`src/hdl/ifd_pkg.sv`:
```
// ---------------------------------------------------------------------------
// IMU frame deframer package
// Frame constants, register indexes and the frame record type.
// ---------------------------------------------------------------------------
`default_nettype none

package ifd_pkg;

   // Frame layout
   localparam logic [7:0] HDR_BYTE   = 8'h55;
   localparam logic [7:0] TAG_ACCEL  = 8'h51;
   localparam logic [7:0] TAG_GYRO   = 8'h52;
   localparam logic [3:0] CNT_IDLE   = 4'd0;
   localparam logic [3:0] CNT_TAG    = 4'd1;
   localparam logic [3:0] CNT_AXIS   = 4'd2;   // first axis byte position
   localparam logic [3:0] FRAME_LAST = 4'd10;  // position of the check byte
   localparam int         AXIS_BYTES = 6;

   // Field widths
   localparam int RAW_W   = 16;
   localparam int ACCEL_W = 8;
   localparam int GYRO_W  = 12;
   localparam int AXIS_W  = 28;
   localparam int PROD_W  = RAW_W + GYRO_W + 1;

   // Result kinds
   localparam logic KIND_ACCEL = 1'b0;
   localparam logic KIND_GYRO  = 1'b1;

   // Configuration register indexes
   localparam int          CSR_IDX_W       = 1;
   localparam int          CSR_DATA_W      = GYRO_W;
   localparam logic [0:0]  CSR_ACCEL_RANGE = 1'b0;
   localparam logic [0:0]  CSR_GYRO_RANGE  = 1'b1;

   // One checked frame on its way to the scaler
   typedef struct packed {
      logic                    kind;
      logic signed [RAW_W-1:0] axis_x;
      logic signed [RAW_W-1:0] axis_y;
      logic signed [RAW_W-1:0] axis_z;
   } frame_type;

endpackage

`default_nettype wire

```
`src/hdl/ifd_framer.sv`:
```
// ---------------------------------------------------------------------------
// IMU frame deframer: byte framer
// Hunts for the header, collects the frame, checks the sum and the tag and
// registers one frame record per good frame.
// ---------------------------------------------------------------------------
`default_nettype none

module ifd_framer (
   input  wire                clock,
   input  wire                reset,
   input  wire                byte_valid,
   output logic               byte_ready,
   input  wire  [7:0]         byte_data,
   input  wire                frame_pop,
   output logic               frame_valid,
   output ifd_pkg::frame_type frame
);

   logic [3:0]         count_ff, count_in;
   logic [7:0]         sum_ff, sum_in;
   logic [7:0]         tag_ff;
   logic [7:0]         axis_bytes_ff [ifd_pkg::AXIS_BYTES];
   logic               frame_valid_ff, frame_valid_in;
   ifd_pkg::frame_type frame_ff, frame_in;
   logic               accept;
   logic               at_check;
   logic               good_frame;

   // Hold off the check byte only while the frame register is still full
   assign at_check   = (count_ff == ifd_pkg::FRAME_LAST);
   assign byte_ready = !at_check || !frame_valid_ff;
   assign accept     = byte_valid && byte_ready;

   // Sum must match and the tag must be a known sensor
   assign good_frame = (sum_ff == byte_data) &&
                       ((tag_ff == ifd_pkg::TAG_ACCEL) || (tag_ff == ifd_pkg::TAG_GYRO));

   // Advance the frame position and the running sum
   always_comb begin
      count_in = count_ff;
      sum_in   = sum_ff;
      if (accept) begin
         priority if (count_ff == ifd_pkg::CNT_IDLE) begin
            if (byte_data == ifd_pkg::HDR_BYTE) begin
               count_in = ifd_pkg::CNT_TAG;
               sum_in   = byte_data;
            end
         end else if (at_check) begin
            count_in = ifd_pkg::CNT_IDLE;
            sum_in   = 8'd0;
         end else begin
            count_in = count_ff + 4'd1;
            sum_in   = sum_ff + byte_data;
         end
      end
   end

   // Build the frame record from the stored bytes
   always_comb begin
      frame_in.kind   = (tag_ff == ifd_pkg::TAG_GYRO) ? ifd_pkg::KIND_GYRO
                                                      : ifd_pkg::KIND_ACCEL;
      frame_in.axis_x = {axis_bytes_ff[1], axis_bytes_ff[0]};
      frame_in.axis_y = {axis_bytes_ff[3], axis_bytes_ff[2]};
      frame_in.axis_z = {axis_bytes_ff[5], axis_bytes_ff[4]};
   end

   // Load the frame register on a good frame, drop it when the scaler takes it
   always_comb begin
      frame_valid_in = frame_valid_ff;
      if (frame_pop) begin
         frame_valid_in = 1'b0;
      end
      if (accept && at_check && good_frame) begin
         frame_valid_in = 1'b1;
      end
   end

   always_ff @(posedge clock) begin
      if (reset) begin
         count_ff       <= ifd_pkg::CNT_IDLE;
         sum_ff         <= 8'd0;
         frame_valid_ff <= 1'b0;
      end else begin
         count_ff       <= count_in;
         sum_ff         <= sum_in;
         frame_valid_ff <= frame_valid_in;
      end
   end

   // Capture tag and axis bytes at their frame positions
   always_ff @(posedge clock) begin
      if (accept && (count_ff == ifd_pkg::CNT_TAG)) begin
         tag_ff <= byte_data;
      end
      for (int i = 0; i < ifd_pkg::AXIS_BYTES; i++) begin
         if (accept && (count_ff == (ifd_pkg::CNT_AXIS + 4'(i)))) begin
            axis_bytes_ff[i] <= byte_data;
         end
      end
      if (accept && at_check) begin
         frame_ff <= frame_in;
      end
   end

   assign frame_valid = frame_valid_ff;
   assign frame       = frame_ff;

endmodule

`default_nettype wire

```
`src/hdl/ifd_scaler.sv`:
```
// ---------------------------------------------------------------------------
// IMU frame deframer: axis scaler
// Multiplies the three raw axes by the selected range and holds the result
// in the output register until it is taken.
// ---------------------------------------------------------------------------
`default_nettype none

module ifd_scaler (
   input  wire                                  clock,
   input  wire                                  reset,
   input  wire                                  frame_valid,
   input  ifd_pkg::frame_type                   frame,
   output logic                                 frame_pop,
   input  wire  [ifd_pkg::ACCEL_W-1:0]          accel_range,
   input  wire  [ifd_pkg::GYRO_W-1:0]           gyro_range,
   output logic                                 out_valid,
   input  wire                                  out_ready,
   output logic                                 out_kind,
   output logic [3*ifd_pkg::AXIS_W-1:0]         out_axes
);

   logic signed [ifd_pkg::GYRO_W:0]    range_s;
   logic signed [ifd_pkg::PROD_W-1:0]  prod_x, prod_y, prod_z;
   logic                               out_valid_ff, out_valid_in;
   logic                               kind_ff;
   logic [3*ifd_pkg::AXIS_W-1:0]       axes_ff, axes_in;
   logic                               load;

   // Output register takes a new result when empty or being drained
   assign load      = !out_valid_ff || out_ready;
   assign frame_pop = load && frame_valid;

   // Select the range for the frame kind, kept non-negative
   assign range_s = (frame.kind == ifd_pkg::KIND_GYRO)
                    ? $signed({1'b0, gyro_range})
                    : $signed({1'b0, (ifd_pkg::GYRO_W)'(accel_range)});

   assign prod_x = frame.axis_x * range_s;
   assign prod_y = frame.axis_y * range_s;
   assign prod_z = frame.axis_z * range_s;

   assign axes_in = {prod_z[ifd_pkg::AXIS_W-1:0],
                     prod_y[ifd_pkg::AXIS_W-1:0],
                     prod_x[ifd_pkg::AXIS_W-1:0]};

   assign out_valid_in = load ? frame_valid : out_valid_ff;

   always_ff @(posedge clock) begin
      if (reset) begin
         out_valid_ff <= 1'b0;
      end else begin
         out_valid_ff <= out_valid_in;
      end
   end

   // Hold the payload while stalled
   always_ff @(posedge clock) begin
      if (frame_pop) begin
         kind_ff <= frame.kind;
         axes_ff <= axes_in;
      end
   end

   assign out_valid = out_valid_ff;
   assign out_kind  = kind_ff;
   assign out_axes  = axes_ff;

endmodule

`default_nettype wire

```
`src/hdl/imu_frame_deframer.sv`:
```
// Path: a result passes the frame register and then the output register after its
//   check byte is accepted, when the result side is not stalled.
// Throughput: one received byte per cycle; the check byte waits only while the
//   frame register still holds an earlier frame that the output stage has not taken.
// Reset: synchronous, active high; clears frame position, sum, valids and sets
//   the range registers to 16 and 2000.
// ---------------------------------------------------------------------------
// IMU frame deframer
// Finds 11-byte sensor frames in a byte request stream, checks them and
// returns the kind and the three range-scaled axes of each good frame.
// ---------------------------------------------------------------------------
`default_nettype none

module imu_frame_deframer (
   input  wire                                clock,
   input  wire                                reset,
   // request channel
   input  wire                                req_tvalid,
   output logic                               req_tready,
   input  wire  [7:0]                         req_tdata,   // [7:0] rx_byte
   // result channel
   output logic                               rsp_tvalid,
   input  wire                                rsp_tready,
   output logic [87:0]                        rsp_tdata,   // axis_x, axis_y, axis_z, zero pad
   output logic                               rsp_tuser,   // [0] kind
   // configuration port
   input  wire                                csr_wr_en,
   input  wire  [ifd_pkg::CSR_IDX_W-1:0]      csr_index,
   input  wire  [ifd_pkg::CSR_DATA_W-1:0]     csr_wdata
);

   logic [ifd_pkg::ACCEL_W-1:0]   accel_range_ff;
   logic [ifd_pkg::GYRO_W-1:0]    gyro_range_ff;
   logic                          frame_valid;
   logic                          frame_pop;
   ifd_pkg::frame_type            frame;
   logic [3*ifd_pkg::AXIS_W-1:0]  axes;

   // Range registers
   always_ff @(posedge clock) begin
      if (reset) begin
         accel_range_ff <= 8'd16;
         gyro_range_ff  <= 12'd2000;
      end else if (csr_wr_en) begin
         unique case (csr_index)
            ifd_pkg::CSR_ACCEL_RANGE: accel_range_ff <= csr_wdata[ifd_pkg::ACCEL_W-1:0];
            ifd_pkg::CSR_GYRO_RANGE:  gyro_range_ff  <= csr_wdata;
         endcase
      end
   end

   ifd_framer u_framer (
      .clock       (clock),
      .reset       (reset),
      .byte_valid  (req_tvalid),
      .byte_ready  (req_tready),
      .byte_data   (req_tdata),
      .frame_pop   (frame_pop),
      .frame_valid (frame_valid),
      .frame       (frame)
   );

   ifd_scaler u_scaler (
      .clock       (clock),
      .reset       (reset),
      .frame_valid (frame_valid),
      .frame       (frame),
      .frame_pop   (frame_pop),
      .accel_range (accel_range_ff),
      .gyro_range  (gyro_range_ff),
      .out_valid   (rsp_tvalid),
      .out_ready   (rsp_tready),
      .out_kind    (rsp_tuser),
      .out_axes    (axes)
   );

   // Pack axes from the lowest bit up, pad to whole bytes
   assign rsp_tdata = {4'd0, axes};

endmodule

`default_nettype wire

```
`config.mk`:
```
export PLATFORM = sky130hd
export DESIGN_NAME = imu_frame_deframer
export DESIGN_NICKNAME = d
export VERILOG_FILES = /design/src/hdl/ifd_pkg.sv /design/src/hdl/ifd_framer.sv /design/src/hdl/ifd_scaler.sv /design/src/hdl/imu_frame_deframer.sv
export SDC_FILE = /design/constraint.sdc
export NUM_CORES = 2
export LEC_CHECK = 0
export BUFFER_PORTS_ARGS = -buffer_cell sky130_fd_sc_hd__buf_2
export CAP_MARGIN = 0
export CORE_MARGIN = 1.5
export CORE_UTILIZATION = 50
export DETAILED_ROUTE_END_ITERATION = 10
export PLACE_DENSITY_LB_ADDON = 0.12
export SLEW_MARGIN = 25
export SYNTH_ARGS = -nofsm -noshare
export SYNTH_HDL_FRONTEND = slang
export SYNTH_SLANG_ARGS = --single-unit
```
`constraint.sdc`:
```
create_clock -name clock -period 7.25 [get_ports clock]
set_input_delay 0.3625 -clock clock [delete_from_list [all_inputs] [get_ports clock]]
set_output_delay 0.3625 -clock clock [all_outputs]
set_load 0.01 [all_outputs]
```
======== Word-level counts from Yosys, hierarchy flattened ========
Memories as Yosys holds them, arrays and structs flattened. A register that Yosys moved wholly into a read port is not among the register bits.
Index checks and enable logic that the tools add are counted.
cells by class
  add/subtract/negate cells ............... 2
  multiply operators ...................... 3
  divide/modulo/power cells ............... 0
  magnitude comparators ................... 0
  equality and inequality tests ........... 13
  shift operators ......................... 0
  mux-type cells .......................... 37
  bitwise logic cells ..................... 1
  reduce and logical (&&, ||, !) cells .... 28
operators by type and width
  cell                   count
  $mul A16 B13 Y28       3
  $mux W8                8
  $reduce_or A8 Y1       5
  $eq A8 B7 Y1 const B   3
  $mux W1                20
  $eq A4 B3 Y1 const B   4
  $mux W3                5
  $logic_and A1 B1 Y1    12
  $mux W12               1
  $mux W4                3
  $add A8 B8 Y8          1
  $eq A4 B2 Y1 const B   2
  $eq A8 B8 Y1           1
  $reduce_and A2 Y1      3
  $add A4 B1 Y4 const B  1
  $eq A4 B1 Y1 const B   1
  $eq A4 B4 Y1 const B   1
  $logic_not A4 Y1       1
  $logic_not A1 Y1       3
  $logic_or A1 B1 Y1     3
  $ne A2 B2 Y1 const B   1
  $reduce_bool A2 Y1     1
  $not A1 Y1             1
storage, ports and cells
  bits in registers ....................... 128
  latch bits .............................. 0
  memory bits (writable) .................. 48
  memory bits (read-only) ................. 0
  output and inout bits ................... 91
  memories kept ........................... 1
memory list
  memory                  depth  bits a word  rd ports  clocked after memory_dff  write ports  line              RTL
  u_framer.axis_bytes_ff  6      8            6         6                         1            ifd_framer.sv:22  logic [7:0] axis_bytes_ff [ifd_pkg::AXIS_BYTES];

======== Longest topological paths before layout ========
  word-level depth ........................ 13
  mapped depth ............................ 25
  gate-level depth less buffers ........... 21

======== Modules after synthesis ========
Synthesis repeated with hierarchy kept, for this count alone.
unflattened totals
  cells, all modules ...................... 2989
  area total of the unflattened synthesis .. 29565.9 sq um
by module, submodules not included
  module              times used  cells each  area an instance (sq um)  seq. area each (sq um)
  ifd_scaler          1           2671        24456.0                   2572.5
  ifd_framer          1           234         4247.8                    3413.3
  imu_frame_deframer  1           84          862.1                     400.4

======== Worst setup path after synthesis ========
OpenSTA, ideal clock, no wires.
  kind .................................... register to register
  from .................................... register u_framer.frame_ff, in the netlist u_framer.frame[48]
  to ...................................... register u_scaler.axes_ff, in the netlist u_scaler.out_axes[82] (data pin)
  library setup time ...................... 260 ps
  arrival time ............................ 5790 ps
  path slack .............................. 1200 ps
  stages on the path, launching flop included .. 23
  path buffers ............................ 4
  period minus slack after synthesis ...... 6050 ps
  cell sequence ........................... edfxtp_1 > clkbuf_1 > buf_2 > mux2_2 > clkbuf_1 > clkbuf_1 > nand2_1 > fa_1 > fa_1 > inv_1 > fa_1 > fa_1 > inv_1 > fa_1 > inv_1 > ha_1 > a21o_1 > o211a_1 > or4_4 > a21oi_2 > or3_1 > a211o_1 > nand3_1
between the ends
  word-level cells in the longest chain between the ends .. 2
RTL lines
  item                          line               RTL
  from (decl)                   ifd_framer.sv:24   ifd_pkg::frame_type frame_ff, frame_in;
  from (signal assigned)        ifd_framer.sv:101  frame_ff <= frame_in;
  $mux W12                      ifd_scaler.sv:35   ? $signed({1'b0, gyro_range})
  $mul A16 B13 Y28              ifd_scaler.sv:40   assign prod_z = frame.axis_z * range_s;
  net u_scaler.prod_z, one bit  ifd_scaler.sv:23   logic signed [ifd_pkg::PROD_W-1:0] prod_x, prod_y, prod_z;
  to (signal assigned)          ifd_scaler.sv:60   axes_ff <= axes_in;
  to (decl)                     ifd_scaler.sv:26   logic [3*ifd_pkg::AXIS_W-1:0] axes_ff, axes_in;
The timed path passes the listed nets, and every way through them passes these cells.
A chain may end at the register's enable or synchronous reset.

======== Worst setup path in the final report ========
  from .................................... register u_framer.frame_ff, in the netlist u_framer.frame[48]
  to ...................................... register u_scaler.axes_ff, in the netlist u_scaler.out_axes[83] (data pin)
The elaborated chain is that of the path after synthesis.

==> flow_metrics.tcl <==
set metrics [dict create \
    status "completed" \
    r2r_slack_ns 0.54 \
    setup_violations 0 \
    top_usage_layer "met2" \
    grt_max_degree 69 \
    postCtsSetupBuffers 0 \
    max_freq_ghz 0.1490 \
    synth_most_common_cell "inv_1" \
    ant_nets 0 \
    fp-row-count 88 \
    cap_violations 0 \
    worstMarginPinSlew_ns 0.9701 \
    vias 20012 \
    pin_count 117 \
    netlist_top_cells_area "fa_1 36%, edfxtp_1 19%, inv_1 9.8%, ha_1 8.5%, nand2_1 4.5%" \
    period_minus_slack_ns 6.711 \
    dr.pass1.iters 5 \
    cts_root_buf "clkbuf_16" \
    yosys.area.top_type "fa_1" \
    cts_sinks 224 \
    n_antenna_cell 0 \
    syn_area_mm2 0.02942 \
    crit_start "u_framer.frame[48]" \
    whs_ns 0.03302 \
    slew_viol_final 0 \
    vdd_drop_max_mv 0.2033 \
    p_leak_nw 15.94 \
    clkSlewWorstSetupHoldPaths_ns 0.06 \
    timing.rr.end "u_scaler.out_axes[83]" \
    worstSetupPathType "reg2reg" \
    synth_top_area_frac 0.3580 \
    fin_ws_ns 0.5394 \
    ys_seq_area_frac 0.2171 \
    h-tree-depth 1 \
    async_flop_share 0 \
    synth_edf_count 190 \
    cts_made_buffers 28 \
    critical_path.max_fanout 39 \
    first_global_vias 21610 \
    drive_gt1_frac 0.06962 \
    pre_cts_slack_ns 0.5677 \
    dp_hpwl_um 48310 \
    ys.flop_type "edfxtp_1" \
    via_per_inst 5.213 \
    fp.dieH_um 245.6 \
    synth_cells 3018 \
    synth-seq-cells 224 \
    start_kind "register" \
    slew_headroom 0.3533 \
    coreArea_mm2 0.05792 \
    clockBufferDepth 3 \
    finClkSkew_ns 0.02325 \
    p_per_area_mw_per_mm2 142.6 \
    syn_area_per_cell_um2 9.747 \
    grt_setup_unrepaired "no" \
    worstPathArrival_ns 7.03 \
    r2r-start "u_framer.frame[48]" \
    drt_wl_total_um 63420 \
    ys_types 75 \
    use_met1 0.3028 \
    antenna_found_initial 1 \
    initial_core_util 0.5079 \
    hold_violations 0 \
    syn2layout_area_growth_pct 7.775 \
    port-buffer-count 112 \
    synth_common_cells "766 x inv_1, 526 x fa_1, 349 x nand2_1" \
    die_w_um 245.6 \
    wl_per_cell_um 16.52 \
    worstSkewPairLatency_ns 0.59 \
    rr_worst_depth 20 \
    critPathCapture "u_scaler.out_axes[83]" \
    track_usage 0.2215 \
    tritoncts "built" \
    finalPower_mw 4.522 \
    utilization 0.5474 \
    cp_data_required_time_ns 7.57 \
    yosysWarnings 0 \
    grt_first_pass_wirelength_um 106900 \
    drtIter0Drc 1208 \
    crit_path_end_kind "register" \
    finalSetupTns_ns 0 \
    finalCritPeriodShare 0.9256 \
    grt-ovfl-total 0 \
    dieArea_mm2 0.06030 \
    nets 3803 \
    hp-class "in2reg" \
    grt_use_met2 0.3727 \
    grt_use_met3 0.02445 \
    drc 0 \
    place_congestion 0.8450 \
]
==> timing repair <==
| item | CTS | global route |
|---|---|---|
| resized for setup | 0 | 0 |
| hold endpoints to repair | 5 | 0 |
| hold buffers | 5 | 0 |
==> cells by family after synthesis <==
group | count (synthesis) | synth area share
buffers and inverters | 908 | 0.1166
xor gates and xnor gates | 82 | 0.02441
AOI/OAI and AO/OA | 212 | 0.04738
other | 1 | 0.0001275
and+or+nand+nor | 856 | 0.1480
adders and majority gates | 725 | 0.4426
muxes | 10 | 0.003786
DFF | 224 | 0.2171
==> per-layer routing <==
| metal | wire length, um | vias up | part of all wire |
|---|---|---|---|
| met3 | 3086 | 91 | 0.049 |
| met1 | 28070 | 10238 | 0.44 |
| li1 | - | 9215 | - |
| met4 | 1615 | 0 | 0.025 |
| met2 | 30650 | 468 | 0.48 |
| met5 | 0 | - | 0 |
==> sequential cells by signal, indices dropped and copies added (netlist names) <==
name                    flops
u_framer.frame             49
u_framer.sum_ff             8
u_framer.tag_ff             8
u_framer.axis_bytes_ff     48
gyro_range_ff              12
u_scaler.out_axes          84
u_framer.count_ff           4
u_framer.frame_valid        1
u_scaler.out_valid          1
u_scaler.out_kind           1
accel_range_ff              8
==> stage by stage <==
stage / instance area (um2) / std cells
finish: 31700 / 3839
global route: 31700 / 3839
CTS: 31700 / 3839
detailed placement: 30660 / 3782
global placement: 30660 / 3782
floorplan: 29430 / 3021
==> report_power, final <==
part           switching [mW]  leakage (nW)  total, mW  internal [mW]
registers             0.00750          2.00       1.47           1.46
clock network           0.597         0.479       1.50          0.906
logic                   0.902          13.5       1.55          0.652
==> cell usage in the layout, fill, tap and decap left out, types with 23 or more instances in the layout <==
cell type / count
dfxtp_1: 34
edfxtp_1: 190
nand3_1: 23
and3_1: 131
buf_2: 112
inv_1: 765
fa_1: 526
and2_1: 185
nand2_1: 349
xnor2_1: 64
a21oi_1: 76
clkbuf_16: 30
nor2_1: 60
ha_1: 199
==> how the worst min path moves through the flow <==
stage | to | start | cells past startpoint
finish | accel_range_ff[5] | csr_wdata[5] | 3
global route | gyro_range_ff[4] | csr_wdata[4] | 3
CTS | accel_range_ff[4] | csr_wdata[4] | 3
detailed placement | u_framer.frame[13] | u_framer.axis_bytes_ff[5][5] | 0
global placement | u_framer.frame[23] | u_framer.axis_bytes_ff[2][7] | 0
floorplan | u_framer.frame[0] | u_framer.axis_bytes_ff[4][0] | 0
==> worst max-delay path, cell delays in order, from the launching register on <==
cell and delay, ns:
edfxtp_1 0.55, buf_4 0.20, mux2_2 0.66, and2_1 0.32
fa_1 0.50, inv_1 0.05, fa_1 0.47, inv_1 0.05
fa_1 0.47, fa_1 0.54, inv_1 0.05, fa_1 0.47
inv_1 0.04, ha_1 0.33, a21oi_1 0.16, o21ai_1 0.08
a21oi_1 0.33, a211oi_1 0.20, o41ai_1 0.56, a32oi_1 0.22
xnor2_1 0.17
==> final cells by class <==
class | instances | area (um2)
inverters | 766 | 2875
well taps | 765 | 957.2
flip-flops and latches | 224 | 6386
multi-input cells | 1889 | 19630
clock inverters | 18 | 216.5
fillers | 5310 | 26210
repair buffers | 143 | 868.3
clock buffers | 34 | 775.7
No activity file was read; power rests on OpenSTA's default activity.
